**config.mk**
```make
export PLATFORM = sky130hd
export DESIGN_NAME = bedp_choice
export DESIGN_NICKNAME = d
export VERILOG_FILES = /design/src/design/bedp_pkg.sv /design/src/design/bedp_choice.sv
export SDC_FILE = /design/constraint.sdc
export NUM_CORES = 1
export LEC_CHECK = 0
export ABC_AREA = 1
export BUFFER_PORTS_ARGS = -buffer_cell sky130_fd_sc_hd__clkbuf_2
export CAP_MARGIN = 15
export CORE_MARGIN = 5
export CORE_UTILIZATION = 40
export CTS_BUF_LIST = sky130_fd_sc_hd__clkbuf_8
export CTS_CLUSTER_SIZE = 8
export DETAILED_ROUTE_END_ITERATION = 16
export GPL_ROUTABILITY_DRIVEN = 0
export PLACE_DENSITY = 0.65
export SLEW_MARGIN = 25
export SYNTH_ARGS = -nofsm -noshare
export SYNTH_HDL_FRONTEND = slang
export SYNTH_SLANG_ARGS = --single-unit
```
**constraint.sdc**
```tcl
create_clock -name i_clk -period 2.6 [get_ports i_clk]
set_input_delay 0.52 -clock i_clk [delete_from_list [all_inputs] [get_ports i_clk]]
set_output_delay 0.52 -clock i_clk [all_outputs]
set_load 0.03 [all_outputs]
```
**src/design/bedp_pkg.sv**
```systemverilog
// ----------------------------------------------------------------------------
// bedp_pkg
// Shared types and constants for the block edge DPCM predictor.
// ----------------------------------------------------------------------------
`default_nettype none

package bedp_pkg;

    localparam int BLOCK_DEF     = 4;
    localparam int MAX_WIDTH_DEF = 1024;

    localparam int SAMPLE_W   = 11;
    localparam int RESULT_W   = 12;
    localparam int CODE_W     = 2;
    localparam int LW_W       = 11;
    localparam int ROW_W      = 16;
    localparam int CFG_IDX_W  = 1;
    localparam int CFG_DATA_W = 11;

    localparam logic [LW_W-1:0] LINE_WIDTH_RST = 11'd1024;

    // predictor codes
    localparam logic [CODE_W-1:0] STRAT_NONE  = 2'd0;
    localparam logic [CODE_W-1:0] STRAT_ABOVE = 2'd1;
    localparam logic [CODE_W-1:0] STRAT_LEFT  = 2'd2;
    localparam logic [CODE_W-1:0] STRAT_RSVD  = 2'd3;

    // register indexes
    localparam logic [CFG_IDX_W-1:0] REG_LINE_WIDTH = 1'd0;
    localparam logic [CFG_IDX_W-1:0] REG_DIRECTION  = 1'd1;

    typedef struct packed {
        logic signed [SAMPLE_W-1:0] sample_value;
        logic [CODE_W-1:0]          strategy_in;
        logic                       frame_start;
    } t_in_item;

    typedef struct packed {
        logic signed [RESULT_W-1:0] result_value;
        logic [CODE_W-1:0]          strategy_out;
    } t_out_item;

    // where the current pixel sits inside its block and the frame
    typedef struct packed {
        logic has_above;
        logic has_left;
        logic is_edge;
        logic is_corner;
    } t_pos_flags;

endpackage

`default_nettype wire

```
**src/design/bedp_choice.sv**
```systemverilog
// ----------------------------------------------------------------------------
// bedp_choice
// Per block column corner choice RAM: one write port, one registered read
// port, with forwarding when the corner and its neighbor hit one entry.
// ----------------------------------------------------------------------------
`default_nettype none

module bedp_choice #(
    parameter int DEPTH = (bedp_pkg::MAX_WIDTH_DEF + bedp_pkg::BLOCK_DEF - 1)
                          / bedp_pkg::BLOCK_DEF,
    localparam int AW   = (DEPTH > 1) ? $clog2(DEPTH) : 1,
    localparam int DW   = bedp_pkg::CODE_W
) (
    input  wire logic          i_clk,
    input  wire logic          i_rd_en,
    input  wire logic [AW-1:0] i_rd_addr,
    input  wire logic          i_wr_en,
    input  wire logic [AW-1:0] i_wr_addr,
    input  wire logic [DW-1:0] i_wr_data,
    output logic [DW-1:0]      o_rd_data
);

    logic [DW-1:0] r_mem [DEPTH];
    logic [DW-1:0] r_rd;

    always_ff @(posedge i_clk) begin
        if (i_wr_en) begin
            r_mem[i_wr_addr] <= i_wr_data;
        end
    end

    always_ff @(posedge i_clk) begin
        if (i_rd_en) begin
            r_rd <= (i_wr_en && i_wr_addr == i_rd_addr) ? i_wr_data : r_mem[i_rd_addr];
        end
    end

    assign o_rd_data = r_rd;

endmodule

`default_nettype wire

```
==> summary.txt <==
Global route
  – Largest net degree at the start of global routing: between 90 and 100
  – Initial antenna violation count: 6
  – Global route total overflow: 0
  – First-pass GRT wire length: roughly 90000 um
  – Vias in the first global route: 15740
  – Gr usage total: roughly a fifth

Synth
  – Synthesized area: 0.02231 mm^2
  – Sequential element share of the synthesized area: between 60% and 70%
  – Syn_nets: between 2000 and 2500
  – Yosys warnings: 0
  – Top cells by count, synth: 596 x nand2_1, 514 x edfxtp_1, 494 x nand3_1
  – Synth Register Bits: 514
  – Cell taking the most area after synthesis: edfxtp_1
  – Most numerous cell in the Yosys netlist: nand2_1
  – Most common flop cell mapped by yosys: edfxtp_1
  – Syn Area/Cell: between 10 and 15 um^2
  – Synth top area share: 69.19%
  – Ys async rst share: 0%
  – Number of synthesized flops with an enable pin: between 500 and 600
  – Post-synth cell types: 18
  – Top cells by area, synth: edfxtp_1 69%, nand3_1 11%, nand2_1 10%
  – Synthesized instance count: between 2000 and 2500

Clocking
  – Post_cts resized: 0
  – CTS Sinks: roughly 510
  – Postcts setup bufs: 0
  – CTS Buf Count: 82
  – Post-CTS Hold Fix Bufs: 0
  – CTS Root Cell: clkbuf_8
  – Worst-Skew Late Latency: between 0.6 and 0.7 ns
  – TritonCTS clock tree: yes
  – Htree depth: 3
  – Deepest clock path buffer count: 3
  – Worst-path clk slew: 0.06 ns

Timing
  – Setup WS post-layout: 0.7246 ns
  – Clock skew: ~0.019 ns
  – Fin. max-slew vios: 0
  – Final period util: around 72%
  – Minimum clock period: between 1.5 and 2 ns
  – Final setup TNS: 0 ns
  – Final Hold Violating Endpoints: 0
  – Worst-Margin Slew: 0.7247 ns
  – Max transition margin: 51.57%
  – Final Setup Violations: 0
  – RSZ-0062 raised after global routing: no
  – Fmax: roughly 0.53 GHz

Place
  – Port bufs: 22
  – Dpl ws: between 0.1 and 0.15 ns
  – Dpl hpwl: 34460 um

Die
  – Starting Density: ~40%
  – Core area: 0.05520 mm^2
  – Die Y: 246.2 um
  – Top-Level Pins: 23
  – Die X: about 250 um
  – Die area: ~0.061 mm^2
  – Rows: 86

Critical path
  – Arr. time, crit path: 2.28 ns
  – Critical Path Start Type: input pin
  – CP Buf/Inv Count: 3
  – Delay of the slowest cell on the worst path: around 0.21 ns
  – Crit path max fanout: 52
  – Reg-to-reg setup timing slack: slightly above 0.8 ns
  – CP delay by family, top: simple AND/OR/NAND/NOR gates
  – Worst path slowest cell: buf_12
  – Worst Setup End Kind: register
  – Worst path cell trace: buf_6 > buf_12 > buf_12 > nand2_1 > nand3_1 > nand3_1 > nand3_1 > nand3_1 > nand2_1 > nand2_1 > nand3_1 > nand3_1 > nand2_1 > nand2_1 > nand2_1
  – Worst Path Required: around 3.0 ns
  – Critical path class: in2reg

Power
  – Pwr Density: between 600 and 700 mW/mm^2
  – VDD IR max: roughly 440 uV
  – Leakage: roughly 8.6 nW

Route
  – WL final: between 50000 and 60000 um
  – DR vias/cell: 5.399
  – Via count: 15780
  – Final ANT Viol Nets: 0
  – Wire per inst: roughly 20 um
  – Remaining DRCs: 0
  – Drt first pass iters: 5
  – DR iter-0 viols: 1541

Layout
  – Area growth, synth to finish: 10.87%
  – Register area: about 0.015 mm^2
  – Multi-input gate area: slightly below 0.006 mm^2
  – Nets: about 2100
  – Layout cell share with drive strength beyond 1: between 8 and 9%
  – Fillers: around 5100

Flow run
  – Max-Cap Viols: 0

Run status
  – Outcome: finished, final reports clean

Min path
  – HP Class: in2reg
state kept, by name, indices dropped and copies added, names as in the netlist:
register	cells
o_rd_data	2
r_mem	512
final timing paths:
| kind | startpoint | endpoint | cells after the start |
|---|---|---|---|
| worst max register to register | r_mem[195][0] | o_rd_data[0] | 12 |
| worst min register to register | r_mem[104][0] | o_rd_data[0] | 12 |
| worst max-delay path | i_rd_addr[0] | o_rd_data[0] | 15 |
| worst min-delay path | i_rd_en | o_rd_data[1] | 1 |
cells in the final DEF, fill, tap and decap left out:
cell,n
nand4_1,4
nor4_1,1
inv_2,1
xor2_1,3
clkbuf_2,18
nand2_1,596
buf_12,23
nor2_1,286
buf_4,53
clkbuf_8,83
nor3_1,1
clkinvlp_4,4
inv_1,60
clkinv_2,2
inv_6,3
clkinv_1,22
edfxtp_1,514
buf_6,3
nand3_1,494
diode_2,2
inv_4,1
routing by layer:
layer	wire length (um)	share of wire, %	global-route usage [%]	vias up
met2	27750	47	31.95	745
met5	43	0.073	0	-
met1	23750	41	25.45	7651
li1	-	-	-	7248
met4	1747	3.0	6.892	6
met3	5237	8.9	3.732	127
kinds of logic after synthesis:
logic type / count (synthesis) / share of synthesized area (%)
DFF: 514 / 69.19
xor gates and xnor gates: 3 / 0.1178
and+or+nand+nor: 1382 / 26.09
buffers and inverters: 185 / 4.599
power by group:
group | total, W | internal (W) | switching, W
combinational | 0.00115 | 0.000324 | 0.000827
sequential | 0.00915 | 0.00914 | 0.00000813
clock | 0.00598 | 0.00294 | 0.00304
area by class of cell:
cell class / instances / area share (%)
inverter: 41 / 0.6527
antenna: 2 / 0.02024
sequential: 514 / 62.41
clock inverter: 52 / 0.9006
tap: 748 / 3.784
multi-input combinational: 1385 / 23.64
timing repair buffer: 97 / 3.972
clock buffer: 83 / 4.619
per-stage QoR:
stage               hold WS, ns  std cells  area, um^2  power (W)  utilization (%)
detailed placement       0.7537       2785       23360    0.01046            42.32
global placement         0.7505       2785       23360    0.01045            42.32
CTS                     0.06345       2920       24730    0.01640            44.79
floorplan                0.6189       2084       22310   0.009993                -
finish                   0.1020       2922       24730    0.01628            44.80
global route            0.08039       2921       24730    0.01688            44.80
(Power assumes the default switching activity.)
