**config.mk**
```make
export PLATFORM = sky130hd
export DESIGN_NAME = bedp_pos
export DESIGN_NICKNAME = d
export VERILOG_FILES = /design/src/design/bedp_pkg.sv /design/src/design/bedp_pos.sv
export SDC_FILE = /design/constraint.sdc
export NUM_CORES = 1
export LEC_CHECK = 0
export BUFFER_PORTS_ARGS = -buffer_cell sky130_fd_sc_hd__buf_2
export CORE_MARGIN = 2
export CORE_UTILIZATION = 45
export CTS_BUF_LIST = sky130_fd_sc_hd__clkbuf_8
export CTS_CLUSTER_DIAMETER = 50
export CTS_CLUSTER_SIZE = 12
export DETAILED_ROUTE_END_ITERATION = 12
export PLACE_DENSITY = 0.66
export SLEW_MARGIN = 20
export SYNTH_ARGS = -nofsm -noshare
export SYNTH_HDL_FRONTEND = slang
export SYNTH_SLANG_ARGS = --single-unit
```
**constraint.sdc**
```tcl
create_clock -name i_clk -period 5.6 [get_ports i_clk]
set_clock_uncertainty 0.1 [all_clocks]
set_input_delay 0.84 -clock i_clk [delete_from_list [all_inputs] [get_ports i_clk]]
set_output_delay 0.84 -clock i_clk [all_outputs]
set_load 0.1 [all_outputs]
```
**src/design/bedp_pkg.sv**
```systemverilog
// ----------------------------------------------------------------------------
// bedp_pkg
// Shared types and constants for the block edge DPCM predictor.
// ----------------------------------------------------------------------------
`default_nettype none

package bedp_pkg;

    localparam int BLOCK_DEF     = 4;
    localparam int MAX_WIDTH_DEF = 1024;

    localparam int SAMPLE_W   = 11;
    localparam int RESULT_W   = 12;
    localparam int CODE_W     = 2;
    localparam int LW_W       = 11;
    localparam int ROW_W      = 16;
    localparam int CFG_IDX_W  = 1;
    localparam int CFG_DATA_W = 11;

    localparam logic [LW_W-1:0] LINE_WIDTH_RST = 11'd1024;

    // predictor codes
    localparam logic [CODE_W-1:0] STRAT_NONE  = 2'd0;
    localparam logic [CODE_W-1:0] STRAT_ABOVE = 2'd1;
    localparam logic [CODE_W-1:0] STRAT_LEFT  = 2'd2;
    localparam logic [CODE_W-1:0] STRAT_RSVD  = 2'd3;

    // register indexes
    localparam logic [CFG_IDX_W-1:0] REG_LINE_WIDTH = 1'd0;
    localparam logic [CFG_IDX_W-1:0] REG_DIRECTION  = 1'd1;

    typedef struct packed {
        logic signed [SAMPLE_W-1:0] sample_value;
        logic [CODE_W-1:0]          strategy_in;
        logic                       frame_start;
    } t_in_item;

    typedef struct packed {
        logic signed [RESULT_W-1:0] result_value;
        logic [CODE_W-1:0]          strategy_out;
    } t_out_item;

    // where the current pixel sits inside its block and the frame
    typedef struct packed {
        logic has_above;
        logic has_left;
        logic is_edge;
        logic is_corner;
    } t_pos_flags;

endpackage

`default_nettype wire

```
**src/design/bedp_pos.sv**
```systemverilog
// ----------------------------------------------------------------------------
// bedp_pos
// Raster position tracker: row/column counters, block phase and the
// history and choice store addresses of the pixel being accepted.
// ----------------------------------------------------------------------------
`default_nettype none

module bedp_pos #(
    parameter int BLOCK     = bedp_pkg::BLOCK_DEF,
    parameter int MAX_WIDTH = bedp_pkg::MAX_WIDTH_DEF,
    localparam int CW       = $clog2(MAX_WIDTH),
    localparam int RMW      = $clog2(BLOCK),
    localparam int CDEPTH   = (MAX_WIDTH + BLOCK - 1) / BLOCK,
    localparam int BW       = (CDEPTH > 1) ? $clog2(CDEPTH) : 1,
    localparam int HAW      = $clog2(BLOCK * MAX_WIDTH)
) (
    input  wire logic                        i_clk,
    input  wire logic                        i_rst_n,
    input  wire logic                        i_adv,
    input  wire logic                        i_frame_start,
    input  wire logic [bedp_pkg::LW_W-1:0]   i_line_width,
    output bedp_pkg::t_pos_flags             o_flags,
    output logic [HAW-1:0]                   o_hist_addr,
    output logic [HAW-1:0]                   o_left_addr,
    output logic [BW-1:0]                    o_blk_idx
);

    localparam int CMPW = ((CW + 1) > 12) ? (CW + 1) : 12;
    localparam logic [CMPW-1:0] MW_C   = CMPW'(MAX_WIDTH);
    localparam logic [CMPW-1:0] BLK_C  = CMPW'(BLOCK);
    localparam logic [HAW-1:0]  MW_H   = HAW'(MAX_WIDTH);
    localparam logic [HAW-1:0]  BLK_H  = HAW'(BLOCK);
    localparam logic [RMW-1:0]  PH_MAX = RMW'(BLOCK - 1);
    localparam logic [bedp_pkg::ROW_W-1:0] ROW_MAX = '1;

    logic [bedp_pkg::ROW_W-1:0] r_row, n_row, cur_row;
    logic [RMW-1:0]             r_row_mod, n_row_mod, cur_row_mod;
    logic [CW-1:0]              r_col, n_col, cur_col;
    logic [RMW-1:0]             r_col_mod, n_col_mod, cur_col_mod;
    logic [BW-1:0]              r_blk, n_blk, cur_blk;

    logic [CMPW-1:0] lw_ext;
    logic [CMPW-1:0] width_eff;
    logic [CMPW-1:0] col_inc;
    logic            wrap;
    logic [HAW-1:0]  base_addr;

    // a frame start puts this pixel at the origin
    assign cur_row     = i_frame_start ? '0 : r_row;
    assign cur_row_mod = i_frame_start ? '0 : r_row_mod;
    assign cur_col     = i_frame_start ? '0 : r_col;
    assign cur_col_mod = i_frame_start ? '0 : r_col_mod;
    assign cur_blk     = i_frame_start ? '0 : r_blk;

    assign lw_ext    = CMPW'(i_line_width);
    assign width_eff = (lw_ext == '0 || lw_ext > MW_C) ? MW_C : lw_ext;
    assign col_inc   = CMPW'(cur_col) + CMPW'(1);
    assign wrap      = (col_inc >= width_eff);

    assign o_flags.has_above = (cur_row >= bedp_pkg::ROW_W'(BLOCK));
    assign o_flags.has_left  = (CMPW'(cur_col) >= BLK_C);
    assign o_flags.is_edge   = (cur_row_mod == '0) || (cur_col_mod == '0);
    assign o_flags.is_corner = (cur_row_mod == '0) && (cur_col_mod == '0);

    assign base_addr   = HAW'(cur_row_mod) * MW_H;
    assign o_hist_addr = base_addr + HAW'(cur_col);
    assign o_left_addr = o_hist_addr - BLK_H;
    assign o_blk_idx   = cur_blk;

    always_comb begin
        n_row     = cur_row;
        n_row_mod = cur_row_mod;
        n_col     = cur_col;
        n_col_mod = cur_col_mod;
        n_blk     = cur_blk;
        if (wrap) begin
            n_col     = '0;
            n_col_mod = '0;
            n_blk     = '0;
            n_row     = cur_row + 1'b1;
            // row phase restarts at each block boundary and when the 16-bit row counter wraps
            if (cur_row == ROW_MAX || cur_row_mod == PH_MAX) begin
                n_row_mod = '0;
            end else begin
                n_row_mod = cur_row_mod + 1'b1;
            end
        end else begin
            n_col = col_inc[CW-1:0];
            if (cur_col_mod == PH_MAX) begin
                n_col_mod = '0;
                n_blk     = cur_blk + 1'b1;
            end else begin
                n_col_mod = cur_col_mod + 1'b1;
            end
        end
    end

    always_ff @(posedge i_clk) begin
        if (!i_rst_n) begin
            r_row     <= '0;
            r_row_mod <= '0;
            r_col     <= '0;
            r_col_mod <= '0;
            r_blk     <= '0;
        end else if (i_adv) begin
            r_row     <= n_row;
            r_row_mod <= n_row_mod;
            r_col     <= n_col;
            r_col_mod <= n_col_mod;
            r_blk     <= n_blk;
        end
    end

endmodule

`default_nettype wire

```
==> impl_results.rst <==
.. list-table::
   :header-rows: 1

   * - Metric
     - Value
   * - Synth top area share
     - 26.1%
   * - Area added between synthesis and finish
     - 14.2%
   * - Prevailing post-synth register cell
     - sky130_fd_sc_hd__dfxtp_1
   * - Yosys warning total
     - 0
   * - Cell with the most instances after synthesis
     - sky130_fd_sc_hd__nand2_1
   * - Commonest cells post-synth
     - 67 x sky130_fd_sc_hd__nand2_1, 38 x sky130_fd_sc_hd__dfxtp_1, 28 x sky130_fd_sc_hd__a21oi_1, 28 x sky130_fd_sc_hd__nand3_1, 23 x sky130_fd_sc_hd__ha_1
   * - Data required time of the critical path
     - 4.66 ns
   * - Areal power density over the cells
     - 192 nW/um^2
   * - Final setup violation count
     - 0
   * - Total core area
     - 6310 um^2
   * - Total global routing overflow
     - 0
   * - Total number of placement rows
     - 29
   * - Total number of vias
     - 2843
   * - Cell types with the largest area share after synthesis
     - sky130_fd_sc_hd__dfxtp_1 26%, sky130_fd_sc_hd__ha_1 9.9%, sky130_fd_sc_hd__nand2_1 8.6%
   * - Critical path cell sequence
     - buf_2 -> buf_4 -> nor2b_1 -> nor3_1 -> nand2b_1 -> nor4_1 -> xnor2_2 -> buf_2
   * - Most used cell, CP
     - sky130_fd_sc_hd__buf_2
   * - Combined area of all synthesized cells
     - 2910 um^2
   * - Clock insertion delay at the later pin of the skew report
     - 0.30 ns
   * - Count of pins over their slew limit
     - 0
   * - Number of synthesized flops with an enable pin
     - 0
   * - Ratio of final minimum period to clock period
     - 69.6%
   * - Headroom to the max-slew limit
     - 33.3%
   * - Area occupied by multi-input gates
     - 1990 um^2
   * - Initial antenna violation count
     - 0
   * - Routed wire length per instance
     - 15.0 um
   * - Number of storage elements in the synthesis netlist
     - 38
   * - Global-route wire length before repair
     - 13000 um
   * - Stage delay of the slowest cell on the critical path
     - 0.51 ns
   * - Class of the tightest hold or removal check
     - flip-flop to flip-flop
   * - Post-CTS setup buffer count
     - 0
   * - Share of cells above drive strength 1
     - 18.2%
   * - Unrepaired setup endpoints after global routing
     - false
   * - GRT Overall Usage
     - 22.0%
   * - Final Routed Wirelength
     - 7520 um
   * - Crit-path slowest cell
     - sky130_fd_sc_hd__nor4_1
   * - Post-cts repair resize count
     - 0
   * - Share of the yosys chip area belonging to registers
     - 26.1%
   * - Largest voltage drop on the vdd net
     - 0.123 mV
   * - Total of hold buffers inserted after clock tree synthesis
     - 0
   * - Count of antenna-violating nets left after detailed routing
     - 0
   * - Initial Util
     - 46.1%
   * - Startpoint type of the worst setup path
     - primary input
   * - Count of fill cells added during filler insertion
     - 658
   * - Largest net degree at the start of global routing
     - 47
   * - Number of cells after detailed placement
     - 493
   * - Cell variety after synth
     - 56
   * - Critical Path AT
     - 2.96 ns
   * - Vias in the first global route
     - 2722
   * - Shortest clock period the worst path allows after layout
     - 3.90 ns
   * - Iteration count of the initial detailed-routing pass
     - 4
   * - Number of vias per cell
     - 5.67
   * - Max Clk Rate
     - 0.257 GHz
   * - Async set or reset register ratio after synthesis
     - 0%
   * - Die span in x
     - 84.4 um
   * - Number of violations reported at the end of detailed-routing iteration 0
     - 212
   * - Syn nets
     - 428
   * - Setup TNS
     - 0 ns
   * - CTS root buf
     - sky130_fd_sc_hd__clkbuf_8
   * - Reg clk slew, reported paths
     - 0.07 ns
   * - Reported leakage power
     - 1.33 nW
   * - Boundary pin count
     - 51
   * - Diode count
     - 0
   * - Area occupied by registers
     - 761 um^2
   * - Leading area contributor after synthesis
     - sky130_fd_sc_hd__dfxtp_1
   * - DRC violation count after routing
     - 0
   * - CTS Buffer Depth
     - 2
   * - Result of the run
     - completed
   * - Clock tree from TritonCTS
     - done
   * - Count of mapped cells out of synthesis
     - 390
   * - Final weighted congestion in routability-driven placement
     - 0.896
   * - Die area
     - 7130 um^2
   * - Worst-margin pin slew
     - 0.995 ns
   * - HPWL after detailed placement
     - 5300 um
   * - Number of hold-slack violations in the final timing report
     - 0
   * - Crit Path Class
     - primary input to primary output
   * - DIE HEIGHT
     - 84.4 um
   * - Worst Setup End Kind
     - primary output
   * - # clock sinks
     - 38
   * - Max-Cap Viols
     - 0
   * - Net count reported at finish
     - 461
   * - # H-tree levels
     - 2
   * - Average instance area after synthesis
     - 7.47 um^2
   * - Layout Cells excl Fill
     - 501
   * - Total of buffers placed on input and output ports
     - 50
   * - Clock buffers created by TritonCTS
     - 5
   * - Crit-path max FO
     - 28
[cell type report]
class / instances / area share, %
clock buffer: 6 / 2.48
clock inverter: 2 / 1.81
inverter: 17 / 1.92
multi-input combinational: 308 / 59.8
sequential: 38 / 22.9
tap: 77 / 2.90
timing repair buffer: 53 / 8.20
[layer usage]
layer	GRT usage (%)	up-vias	share of wire (%)
met2	38.5	78	49
li1	-	1430	-
met5	0	-	0
met1	28.3	1325	45
met3	3.05	10	4.4
met4	6.06	0	1.7
[sequential cells by signal (all words and copies together), names as in the netlist]
name / flops
r_col: 10
r_blk: 8
r_row_mod: 2
r_row: 16
r_col_mod: 2
[metrics by stage]
stage / utilization [%] / total power [mW] / setup WS [ns] / area (um^2) / hold slack, ns
final: 52.7 / 0.638 / 1.70 / 3330 / 0.366
after global routing: 52.7 / 0.662 / 1.50 / 3330 / 0.388
after CTS: 52.7 / 0.642 / 1.71 / 3330 / 0.370
after detailed placement: 50.4 / 0.350 / 1.47 / 3180 / 0.357
after global placement: 50.4 / 0.349 / 1.51 / 3180 / 0.348
after floorplan: - / 0.332 / 0.141 / 2950 / 0.336
[cell usage in the layout (no fill, tap or decap), drive strengths merged, types with 3 or more instances in the layout]
master  Yosys  routed
nand2      67      67
buf        11      53
dfxtp      38      38
nand3      28      28
a21oi      28      28
ha         23      23
nor2b      22      22
nor2       19      19
inv        16      15
nand2b     12      12
xnor2      12      12
a31oi      11      11
nand4       7       7
xor2        7       7
nor4        7       7
or4         7       7
nor3        6       6
o211ai      6       6
clkbuf     16       6
o21ai       5       5
nand3b      3       3
and3        3       3
nor4b       3       3
[worst paths after layout]
path / start / endpoint / slack, ns / depth (start not counted)
worst max register to register: r_col[0] / r_row_mod[0] / 2.22 / 13
worst min-delay path: r_blk[2] / r_blk[2] / 0.37 / 2
worst min register to register: r_blk[2] / r_blk[2] / 0.37 / 2
worst max-delay path: i_frame_start / o_left_addr[11] / 1.70 / 8
[worst max-delay path: cells and delay by family]
kind | cells | cell delay, ns
xor gates and xnor gates | 1 | 0.16
buffers and inverters | 3 | 0.82
and+or+nand+nor | 4 | 1.12
[cells by family after synthesis]
family	Yosys count	synth area share, %
fa+ha+maj	23	9.88
xor+xnor	19	5.72
simple gates	193	34.4
compound gates	69	15.6
flops	38	26.1
mux	4	1.46
buf+inv	44	6.88
[power by group]
group          switching, mW  internal (mW)
registers            0.00143          0.272
logic                 0.0529         0.0178
clock network          0.104          0.190
total                  0.159          0.480
Power figures use the tool's default switching activity.
